File: config.mk
export PLATFORM = sky130hd
export DESIGN_NAME = epoch_seconds_to_calendar_date_top
export DESIGN_NICKNAME = d
export VERILOG_FILES = /design/src/rtl/core/ecal_pkg.sv /design/src/rtl/core/ecal_dpath.sv /design/src/rtl/core/ecal_ctrl.sv /design/src/rtl/core/epoch_seconds_to_calendar_date_top.sv
export SDC_FILE = /design/constraint.sdc
export NUM_CORES = 1
export LEC_CHECK = 0
export BUFFER_PORTS_ARGS = -buffer_cell sky130_fd_sc_hd__buf_4
export CORE_MARGIN = 5
export CORE_UTILIZATION = 57
export CTS_CLUSTER_SIZE = 8
export DETAILED_ROUTE_END_ITERATION = 8
export PLACE_DENSITY = 0.8
export SETUP_SLACK_MARGIN = 0.3
export SYNTH_ARGS = -nofsm -noshare
export SYNTH_HDL_FRONTEND = slang
export SYNTH_SLANG_ARGS = --single-unit
File: constraint.sdc
create_clock -name clk -period 7.5 [get_ports clk]
set_clock_uncertainty 0.2 [all_clocks]
set_input_delay 0 -clock clk [delete_from_list [all_inputs] [get_ports clk]]
set_output_delay 0 -clock clk [all_outputs]
set_load 0.02 [all_outputs]
File: src/rtl/core/ecal_pkg.sv
// ----------------------------------------------------------------------------
// ecal_pkg
// Shared types, codes and constants of the elapsed-seconds to calendar date
// converter.
// ----------------------------------------------------------------------------
package ecal_pkg;

  localparam int unsigned PADDR_W  = 3;
  localparam int unsigned PDATA_W  = 32;

  // Register index, taken from the word address
  localparam logic CFG_START_YEAR = 1'b0;

  localparam logic [11:0] START_YEAR_RST = 12'd1970;

  // Division by 86400, 3600 and 60: drop the power-of-two factor, then
  // multiply by the rounded-up reciprocal of the odd part and shift
  localparam logic [25:0] DAY_RECIP  = 26'd50903317;  // 2^35 / 675
  localparam logic [9:0]  DAY_ODD    = 10'd675;       // 86400 >> 7
  localparam logic [13:0] HOUR_RECIP = 14'd9321;      // 2^21 / 225
  localparam logic [7:0]  HOUR_ODD   = 8'd225;        // 3600 >> 4
  localparam logic [10:0] MIN_RECIP  = 11'd1093;      // 2^14 / 15
  localparam logic [3:0]  MIN_ODD    = 4'd15;         // 60 >> 2

  localparam logic [8:0] DAYS_COMMON_YEAR = 9'd365;
  localparam logic [3:0] MONTH_JAN        = 4'd1;
  localparam logic [3:0] MONTH_FEB        = 4'd2;
  localparam logic [3:0] MONTH_DEC        = 4'd12;

  typedef enum logic [3:0] {
    ST_IDLE,
    ST_DIV_DAY,
    ST_DAY_END,
    ST_DIV_HOUR,
    ST_HOUR_END,
    ST_DIV_MIN,
    ST_MIN_END,
    ST_YEAR,
    ST_MONTH,
    ST_WRITE
  } state_t;

  typedef enum logic [3:0] {
    OP_NONE,
    OP_LOAD,
    OP_DIV,
    OP_DAY_END,
    OP_HOUR_END,
    OP_MIN_END,
    OP_YEAR,
    OP_MONTH,
    OP_OUT
  } op_t;

  typedef enum logic [1:0] {
    DV_DAY,
    DV_HOUR,
    DV_MIN
  } div_sel_t;

  typedef struct packed {
    op_t      op;
    div_sel_t sel;
  } cmd_t;

  typedef struct packed {
    logic year_done;
    logic month_done;
  } sts_t;

  function automatic logic is_leap(input logic [11:0] year);
    return (year[1:0] == 2'b00);
  endfunction

  function automatic logic [4:0] month_days(input logic [3:0] mon, input logic leap);
    logic [4:0] len;
    case (mon)
      MONTH_FEB: len = leap ? 5'd29 : 5'd28;
      4'd4, 4'd6, 4'd9, 4'd11: len = 5'd30;
      default: len = 5'd31;
    endcase
    return len;
  endfunction

endpackage

File: src/rtl/core/ecal_dpath.sv
// ----------------------------------------------------------------------------
// ecal_dpath
// Shared reciprocal multiplier for the time of day steps, the year and month
// walkers, and the output register.
// ----------------------------------------------------------------------------
module ecal_dpath
  import ecal_pkg::*;
(
  input  logic        clk,
  input  cmd_t        cmd,
  input  logic [31:0] in_elapsed_seconds,
  input  logic [11:0] start_year,
  output sts_t        sts,
  output logic [5:0]  out_second_of_minute,
  output logic [5:0]  out_minute_of_hour,
  output logic [4:0]  out_hour_of_day,
  output logic [4:0]  out_day_of_month,
  output logic [3:0]  out_month_of_year,
  output logic [11:0] out_calendar_year
);

  logic [31:0] secs_r, secs_nxt;
  logic [50:0] prod_r, prod_nxt;
  logic [16:0] rem_r, rem_nxt;
  logic [15:0] day_r, day_nxt;
  logic [11:0] year_r, year_nxt;
  logic [3:0]  mon_r, mon_nxt;
  logic [4:0]  hour_r, hour_nxt;
  logic [5:0]  min_r, min_nxt;
  logic [5:0]  sec_r, sec_nxt;

  logic [5:0]  osec_r, osec_nxt;
  logic [5:0]  omin_r, omin_nxt;
  logic [4:0]  ohour_r, ohour_nxt;
  logic [4:0]  oday_r, oday_nxt;
  logic [3:0]  omon_r, omon_nxt;
  logic [11:0] oyear_r, oyear_nxt;

  logic [24:0] mul_a;
  logic [25:0] mul_b;
  logic [15:0] day_q;
  logic [4:0]  hour_q;
  logic [5:0]  min_q;
  logic [24:0] day_left;
  logic [12:0] hour_left;
  logic [9:0]  min_left;
  logic        leap;
  logic [8:0]  ylen;
  logic [4:0]  mlen;

  always_comb begin
    case (cmd.sel)
      DV_DAY: begin
        mul_a = secs_r[31:7];
        mul_b = DAY_RECIP;
      end
      DV_HOUR: begin
        mul_a = {12'b0, rem_r[16:4]};
        mul_b = {12'b0, HOUR_RECIP};
      end
      DV_MIN: begin
        mul_a = {15'b0, rem_r[11:2]};
        mul_b = {15'b0, MIN_RECIP};
      end
      default: begin
        mul_a = secs_r[31:7];
        mul_b = DAY_RECIP;
      end
    endcase
  end

  assign day_q     = prod_r[50:35];
  assign hour_q    = prod_r[25:21];
  assign min_q     = prod_r[19:14];
  assign day_left  = secs_r[31:7] - ({9'b0, day_q} * {15'b0, DAY_ODD});
  assign hour_left = rem_r[16:4] - ({8'b0, hour_q} * {5'b0, HOUR_ODD});
  assign min_left  = rem_r[11:2] - ({4'b0, min_q} * {6'b0, MIN_ODD});

  assign leap     = is_leap(year_r);
  assign ylen     = leap ? DAYS_COMMON_YEAR + 9'd1 : DAYS_COMMON_YEAR;
  assign mlen     = month_days(mon_r, leap);

  assign sts.year_done  = (day_r <= {7'b0, ylen});
  assign sts.month_done = (day_r <= {11'b0, mlen}) || (mon_r == MONTH_DEC);

  always_comb begin
    secs_nxt  = secs_r;
    prod_nxt  = prod_r;
    rem_nxt   = rem_r;
    day_nxt   = day_r;
    year_nxt  = year_r;
    mon_nxt   = mon_r;
    hour_nxt  = hour_r;
    min_nxt   = min_r;
    sec_nxt   = sec_r;
    osec_nxt  = osec_r;
    omin_nxt  = omin_r;
    ohour_nxt = ohour_r;
    oday_nxt  = oday_r;
    omon_nxt  = omon_r;
    oyear_nxt = oyear_r;
    case (cmd.op)
      OP_LOAD: begin
        secs_nxt = in_elapsed_seconds;
      end
      OP_DIV: begin
        prod_nxt = mul_a * mul_b;
      end
      OP_DAY_END: begin
        day_nxt  = 16'(day_q + 16'd1);
        year_nxt = start_year;
        // put the low seven bits back under the odd-part remainder
        rem_nxt  = {day_left[9:0], secs_r[6:0]};
      end
      OP_HOUR_END: begin
        hour_nxt = hour_q;
        rem_nxt  = {5'b0, hour_left[7:0], rem_r[3:0]};
      end
      OP_MIN_END: begin
        min_nxt = min_q;
        sec_nxt = {min_left[3:0], rem_r[1:0]};
        mon_nxt = MONTH_JAN;
      end
      OP_YEAR: begin
        if (!sts.year_done) begin
          day_nxt  = 16'(day_r - {7'b0, ylen});
          year_nxt = 12'(year_r + 12'd1);
        end
      end
      OP_MONTH: begin
        if (!sts.month_done) begin
          day_nxt = 16'(day_r - {11'b0, mlen});
          mon_nxt = 4'(mon_r + 4'd1);
        end
      end
      OP_OUT: begin
        osec_nxt  = sec_r;
        omin_nxt  = min_r;
        ohour_nxt = hour_r;
        oday_nxt  = day_r[4:0];
        omon_nxt  = mon_r;
        oyear_nxt = year_r;
      end
      default: begin
      end
    endcase
  end

  always_ff @(posedge clk) begin
    secs_r  <= secs_nxt;
    prod_r  <= prod_nxt;
    rem_r   <= rem_nxt;
    day_r   <= day_nxt;
    year_r  <= year_nxt;
    mon_r   <= mon_nxt;
    hour_r  <= hour_nxt;
    min_r   <= min_nxt;
    sec_r   <= sec_nxt;
    osec_r  <= osec_nxt;
    omin_r  <= omin_nxt;
    ohour_r <= ohour_nxt;
    oday_r  <= oday_nxt;
    omon_r  <= omon_nxt;
    oyear_r <= oyear_nxt;
  end

  assign out_second_of_minute = osec_r;
  assign out_minute_of_hour   = omin_r;
  assign out_hour_of_day      = ohour_r;
  assign out_day_of_month     = oday_r;
  assign out_month_of_year    = omon_r;
  assign out_calendar_year    = oyear_r;

endmodule

File: src/rtl/core/ecal_ctrl.sv
// ----------------------------------------------------------------------------
// ecal_ctrl
// Sequencer: time of day steps, year walk, month walk, output handoff.
// ----------------------------------------------------------------------------
module ecal_ctrl
  import ecal_pkg::*;
(
  input  logic clk,
  input  logic rst_n,
  input  logic in_valid,
  output logic in_stall,
  output logic out_valid,
  input  logic out_stall,
  input  sts_t sts,
  output cmd_t cmd
);

  state_t     state_r, state_nxt;
  logic       out_valid_r, out_valid_nxt;

  always_ff @(posedge clk) begin
    if (!rst_n) begin
      state_r     <= ST_IDLE;
      out_valid_r <= 1'b0;
    end else begin
      state_r     <= state_nxt;
      out_valid_r <= out_valid_nxt;
    end
  end

  always_comb begin
    state_nxt = state_r;
    cmd.op    = OP_NONE;
    cmd.sel   = DV_DAY;
    case (state_r)
      ST_IDLE: begin
        if (in_valid) begin
          cmd.op    = OP_LOAD;
          state_nxt = ST_DIV_DAY;
        end
      end
      ST_DIV_DAY: begin
        cmd.op    = OP_DIV;
        cmd.sel   = DV_DAY;
        state_nxt = ST_DAY_END;
      end
      ST_DAY_END: begin
        cmd.op    = OP_DAY_END;
        state_nxt = ST_DIV_HOUR;
      end
      ST_DIV_HOUR: begin
        cmd.op    = OP_DIV;
        cmd.sel   = DV_HOUR;
        state_nxt = ST_HOUR_END;
      end
      ST_HOUR_END: begin
        cmd.op    = OP_HOUR_END;
        state_nxt = ST_DIV_MIN;
      end
      ST_DIV_MIN: begin
        cmd.op    = OP_DIV;
        cmd.sel   = DV_MIN;
        state_nxt = ST_MIN_END;
      end
      ST_MIN_END: begin
        cmd.op    = OP_MIN_END;
        state_nxt = ST_YEAR;
      end
      ST_YEAR: begin
        cmd.op = OP_YEAR;
        if (sts.year_done) begin
          state_nxt = ST_MONTH;
        end
      end
      ST_MONTH: begin
        cmd.op = OP_MONTH;
        if (sts.month_done) begin
          state_nxt = ST_WRITE;
        end
      end
      ST_WRITE: begin
        // hold until the output register is free
        if (!out_valid_r || !out_stall) begin
          cmd.op    = OP_OUT;
          state_nxt = ST_IDLE;
        end
      end
      default: begin
        state_nxt = ST_IDLE;
      end
    endcase
  end

  assign out_valid_nxt = (cmd.op == OP_OUT) || (out_valid_r && out_stall);
  assign in_stall      = (state_r != ST_IDLE);
  assign out_valid     = out_valid_r;

  a_accept_busy: assert property (@(posedge clk) disable iff (!rst_n)
    (in_valid && !in_stall) |=> (state_r == ST_DIV_DAY))
    else $error("accepted transfer did not start the day division");

  a_out_load: assert property (@(posedge clk) disable iff (!rst_n)
    (cmd.op == OP_OUT) |=> out_valid)
    else $error("result loaded but not presented");

  a_no_overwrite: assert property (@(posedge clk) disable iff (!rst_n)
    (out_valid && out_stall) |-> (cmd.op != OP_OUT))
    else $error("stalled result overwritten");

  a_year_walk: assert property (@(posedge clk) disable iff (!rst_n)
    (state_r == ST_YEAR && !sts.year_done) |=> (state_r == ST_YEAR))
    else $error("year walk left before the day count fit");

  a_write_hold: assert property (@(posedge clk) disable iff (!rst_n)
    (state_r == ST_WRITE && out_valid && out_stall) |=> (state_r == ST_WRITE))
    else $error("finished item left while the output register was busy");

endmodule

File: src/rtl/core/epoch_seconds_to_calendar_date_top.sv
// ----------------------------------------------------------------------------
// epoch_seconds_to_calendar_date_top
// Converts a 32-bit count of seconds since January first of a programmable
// start year into time of day and calendar date.
// ----------------------------------------------------------------------------
// Usage:
//   Input channel in_valid/in_stall carries in_elapsed_seconds; a transfer
//   happens when in_valid is high and in_stall is low. The result channel
//   out_valid/out_stall carries second, minute, hour, day, month and year.
//   One item is converted at a time: in_stall is low only while idle.
//   Each item passes through six time of day steps in a shared reciprocal
//   multiplier, then the one-year-per-cycle walk over up to 136 years from
//   the start year and the one-month-per-cycle walk up to its month, and
//   then waits for the output register.
//   The output register holds a finished result while out_stall is high;
//   the next item is accepted meanwhile and waits at its last step until
//   that register frees up.
//   start_year is written over the APB port at address 0; write it only
//   while idle, the block does not enforce this. Synchronous reset clears
//   both channels' control state and sets start_year to 1970.
// ----------------------------------------------------------------------------
module epoch_seconds_to_calendar_date_top
  import ecal_pkg::*;
(
  input  logic               clk,
  input  logic               rst_n,
  input  logic               in_valid,
  output logic               in_stall,
  input  logic [31:0]        in_elapsed_seconds,
  output logic               out_valid,
  input  logic               out_stall,
  output logic [5:0]         out_second_of_minute,
  output logic [5:0]         out_minute_of_hour,
  output logic [4:0]         out_hour_of_day,
  output logic [4:0]         out_day_of_month,
  output logic [3:0]         out_month_of_year,
  output logic [11:0]        out_calendar_year,
  input  logic               psel,
  input  logic               penable,
  input  logic               pwrite,
  input  logic [PADDR_W-1:0] paddr,
  input  logic [PDATA_W-1:0] pwdata,
  output logic [PDATA_W-1:0] prdata,
  output logic               pready
);

  logic [11:0] start_year_r, start_year_nxt;
  logic        cfg_wr;
  cmd_t        cmd;
  sts_t        sts;

  assign pready = 1'b1;
  assign cfg_wr = psel && penable && pwrite && pready;

  always_comb begin
    start_year_nxt = start_year_r;
    if (cfg_wr && (paddr[2] == CFG_START_YEAR)) begin
      start_year_nxt = pwdata[11:0];
    end
  end

  always_ff @(posedge clk) begin
    if (!rst_n) begin
      start_year_r <= START_YEAR_RST;
    end else begin
      start_year_r <= start_year_nxt;
    end
  end

  assign prdata = (paddr[2] == CFG_START_YEAR) ? {20'b0, start_year_r} : '0;

  ecal_ctrl u_ctrl (
    .clk       (clk),
    .rst_n     (rst_n),
    .in_valid  (in_valid),
    .in_stall  (in_stall),
    .out_valid (out_valid),
    .out_stall (out_stall),
    .sts       (sts),
    .cmd       (cmd)
  );

  ecal_dpath u_dpath (
    .clk                  (clk),
    .cmd                  (cmd),
    .in_elapsed_seconds   (in_elapsed_seconds),
    .start_year           (start_year_r),
    .sts                  (sts),
    .out_second_of_minute (out_second_of_minute),
    .out_minute_of_hour   (out_minute_of_hour),
    .out_hour_of_day      (out_hour_of_day),
    .out_day_of_month     (out_day_of_month),
    .out_month_of_year    (out_month_of_year),
    .out_calendar_year    (out_calendar_year)
  );

endmodule
==> impl_metrics.prom <==
# TYPE chip_impl_metric gauge
chip_impl_info{name="clock-root-buffer",value="sky130_fd_sc_hd__clkbuf_16"} 1
chip_impl_metric{name="floorplan.rows",unit=""} 73
chip_impl_metric{name="critPathArrivalTime",unit="ps"} 7730
chip_impl_metric{name="grt_pass1_vias",unit=""} 18900
chip_impl_metric{name="slew-limit-headroom",unit=""} 0.141
chip_impl_metric{name="crit_path_max_incr_delay",unit="ps"} 560
chip_impl_metric{name="simple_gate_fraction_of_synth_area",unit=""} 0.0857
chip_impl_metric{name="wl_cell",unit="um"} 19.5
chip_impl_metric{name="ys.warnings.count",unit=""} 0
chip_impl_metric{name="layout-drive-gt1-share",unit=""} 0.228
chip_impl_info{name="yosys-top-cells-area",value="sky130_fd_sc_hd__fa_1 25%, sky130_fd_sc_hd__edfxtp_1 21%, sky130_fd_sc_hd__ha_1 20%"} 1
chip_impl_metric{name="grt_start_max_net_pins",unit=""} 39
chip_impl_metric{name="placer_congestion",unit=""} 0.966
chip_impl_metric{name="number_of_antenna_violations_at_the_first_check_in_global_routing",unit=""} 0
chip_impl_info{name="synth_area_leader_cell",value="sky130_fd_sc_hd__fa_1"} 1
chip_impl_metric{name="clk_path_buf_depth",unit=""} 2
chip_impl_metric{name="synth_top_area_frac",unit=""} 0.253
chip_impl_metric{name="syn_inst",unit=""} 2270
chip_impl_metric{name="detailedRoute.firstPassIterationCount",unit=""} 8
chip_impl_metric{name="area_of_placed_instances",unit="mm2"} 0.0258
chip_impl_metric{name="stdcell_area",unit="mm2"} 0.0286
chip_impl_info{name="path_delay_family",value="adder cells"} 1
chip_impl_metric{name="finalCriticalPeriod",unit="ps"} 7700
chip_impl_info{name="cp-start-kind",value="flip-flop"} 1
chip_impl_info{name="rsz_0062_raised_after_global_routing",value="yes"} 1
chip_impl_metric{name="synth.mux.area_fraction",unit=""} 0.00148
chip_impl_metric{name="vias",unit=""} 17600
chip_impl_metric{name="final_max_slew_viols",unit=""} 0
chip_impl_metric{name="hpwl_detailed",unit="mm"} 48.7
chip_impl_info{name="run_status",value="complete, but fails checks"} 1
chip_impl_metric{name="core_area",unit="mm2"} 0.0396
chip_impl_metric{name="cts_buffer_count",unit=""} 17
chip_impl_metric{name="routed_via_density",unit=""} 5.46
chip_impl_metric{name="total_routing_resource_utilization_after_global_routing",unit=""} 0.287
chip_impl_info{name="critical_path_class",value="reg2reg"} 1
chip_impl_metric{name="async_flop_share",unit=""} 0
chip_impl_metric{name="synth_area",unit="mm2"} 0.0228
chip_impl_metric{name="ioPinCount",unit=""} 147
chip_impl_metric{name="design.die.area",unit="mm2"} 0.0441
chip_impl_metric{name="worst_pin_slew",unit="ps"} 1290
chip_impl_metric{name="worst_setup_hold_path_clk_slew",unit="ps"} 80
chip_impl_metric{name="max_freq",unit="MHz"} 130
chip_impl_metric{name="synth_xor_area_frac",unit=""} 0.0377
chip_impl_metric{name="finalHoldViolations",unit=""} 0
chip_impl_metric{name="io_buffer_count",unit=""} 103
chip_impl_metric{name="syn_avg_cell_area",unit="um2"} 10.0
chip_impl_metric{name="max_cap_violations",unit=""} 0
chip_impl_metric{name="synthAdderAreaFrac",unit=""} 0.450
chip_impl_info{name="tritoncts",value="yes"} 1
chip_impl_info{name="layout.cells.most_common_list",value="562 x sky130_fd_sc_hd__inv_1, 322 x sky130_fd_sc_hd__ha_1, 313 x sky130_fd_sc_hd__buf_4"} 1
chip_impl_metric{name="initial_utilization",unit=""} 0.575
chip_impl_metric{name="antenna-diode-count",unit=""} 0
chip_impl_metric{name="insertion_delay",unit="ps"} 490
chip_impl_info{name="synth_top_family_by_area",value="adder cells"} 1
chip_impl_metric{name="drt_iter0_drc",unit=""} 1493
chip_impl_metric{name="post_layout_nets",unit=""} 3403
chip_impl_metric{name="htree_levels",unit=""} 4
chip_impl_metric{name="synthDistinctLibCells",unit=""} 77
chip_impl_metric{name="critical_path.n_buffers_inverters",unit=""} 12
chip_impl_metric{name="first_pass_grt_wire_length",unit="mm"} 99.3
chip_impl_metric{name="synth_compound_gate_area_share",unit=""} 0.0813
chip_impl_info{name="failed_checks",value="setup timing"} 1
chip_impl_metric{name="ratio_of_final_minimum_period_to_clock_period",unit=""} 1.03
chip_impl_info{name="layout.cells.most_common",value="sky130_fd_sc_hd__inv_1"} 1
chip_impl_info{name="ys.flop_type",value="sky130_fd_sc_hd__edfxtp_1"} 1
chip_impl_metric{name="die_y",unit="um"} 210
chip_impl_metric{name="clkSinkCount",unit=""} 180
chip_impl_metric{name="timing.critical_path.fanout_max",unit=""} 6
chip_impl_metric{name="layout_setup_ws",unit="ps"} -200
chip_impl_metric{name="post-place-ws",unit="ps"} -673
chip_impl_metric{name="synth-edff-count",unit=""} 163
chip_impl_metric{name="utilization",unit=""} 0.721
chip_impl_metric{name="fp.dieW",unit="um"} 210
chip_impl_metric{name="overflow",unit=""} 0
chip_impl_metric{name="route.antenna.remaining_nets",unit=""} 0
chip_impl_metric{name="synth_seq_area_share",unit=""} 0.230
chip_impl_info{name="crit_top_cell",value="sky130_fd_sc_hd__fa_1"} 1
chip_impl_metric{name="ys_seq_elements",unit=""} 180
chip_impl_metric{name="ff_to_ff_setup_slack",unit="ps"} -200
chip_impl_info{name="cp_slowest_cell",value="sky130_fd_sc_hd__fa_2"} 1
chip_impl_metric{name="drt_drc_violations_left",unit=""} 0
chip_impl_info{name="worst_setup_path_end_kind",value="flip-flop"} 1
chip_impl_metric{name="routed_wl",unit="mm"} 62.9
chip_impl_metric{name="areaGrowthSynthToFinish",unit="%"} 25.4
chip_impl_metric{name="setup_viol",unit=""} 15
chip_impl_metric{name="cp_data_required_time",unit="ps"} 7530
chip_impl_info{name="timing.hold.worst.class",value="in2reg"} 1
through the flow:
step / hold slack [ps] / TNS [ps] / std cells
3_5_place_dp: -20.5 / -9340 / 3077
4_1_cts: 0.473 / -1550 / 3199
3_3_place_gp: -21.9 / -6020 / 3077
6_report: 20.9 / -2110 / 3221
5_1_grt: 16.0 / -6400 / 3221
2_1_floorplan: -122 / -665 / 2320
cells by family (layout without fill, tap and decap cells):
kind of cell / count (synthesis) / count (layout)
adders and majority gates: 646 / 646
AOI/OAI and AO/OA: 272 / 272
buffers and inverters: 669 / 1045
and+or+nand+nor: 400 / 400
xor gates and xnor gates: 98 / 98
muxes: 3 / 3
other: 2 / 52
DFF: 180 / 180
cell usage after synthesis (all sizes together), types with 3 or more instances:
cell type and n:
buf 30, clkbuf 45, a21boi 7, nor2 85, o22ai 10, edfxtp 163, a31oi 4, o21ai 58
xor2 34, o211ai 3, and3 22, nor3 17, nand2 135, nor2b 28, o31ai 4, or2 9
o21a 11, inv 593, mux2 3, and2 36, o221ai 9, a221oi 8, a211oi 7, o31a 3
a221o 3, nand3 29, a31o 4, nand4 12, a21oi 71, fa 288, a22oi 10, dfxtp 17
o21bai 8, or4 3, xnor2 64, or3 6, a21o 33, ha 358, nand2b 10
registers in the layout, indices dropped and copies added (netlist names), 5 cells and up:
register / count
u_dpath.out_hour_of_day: 5
u_dpath.secs_r: 32
u_dpath.rem_r: 17
u_dpath.out_second_of_minute: 6
u_dpath.hour_r: 5
u_dpath.day_r: 16
u_dpath.min_r: 6
u_dpath.out_day_of_month: 5
u_dpath.out_calendar_year: 12
u_dpath.out_minute_of_hour: 6
u_dpath.year_r: 12
u_dpath.sec_r: 6
u_dpath.prod_r: 27
start_year_r: 12
final timing paths:
path,startpoint,to,depth (start not counted)
max,u_ctrl.state_r[3],u_dpath.prod_r[43],32
min,in_elapsed_seconds[11],u_dpath.secs_r[11],2
max reg2reg,u_ctrl.state_r[3],u_dpath.prod_r[43],32
min reg2reg,u_dpath.min_r[3],u_dpath.out_minute_of_hour[3],0
area by class of cell:
cell class                      count  area, um2
Sequential cell                   180       5240
Inverter                          594       2240
Clock inverter                     13        131
Clock buffer                       19        433
Fill cell                        2563      11100
Tap cell                          525        657
Multi-Input combinational cell   1471      16300
Timing Repair Buffer              419       3580
metal layers:
layer / global-route usage / vias up / share of wire
met5: 0 / - / 0
met4: 0.137 / 0 / 0.057
met3: 0.0497 / 236 / 0.063
met2: 0.504 / 761 / 0.50
met1: 0.342 / 8596 / 0.38
li1: - / 7978 / -
worst register-to-register path, delay by kind of cell, from the launching register on:
family / cells / cell delay, ps
compound gates: 2 / 490
buf+inv: 12 / 1230
fa+ha+maj: 9 / 3760
flops: 1 / 330
simple gates: 8 / 1380
xor+xnor: 1 / 70
timing repair:
item / CTS / global route
cloned: 3 / 0
hold buffers: 74 / 0
endpoints found under the setup margin: 26 / 27
resized for setup: 97 / 142
pin swaps: 49 / 91
buffers inserted: 13 / 22
endpoints found under the hold margin: 87 / 0
Power is left out: the tool's default activity adds up to more than one toggle a clock period on the data nets, which glitch-free logic cannot reach.
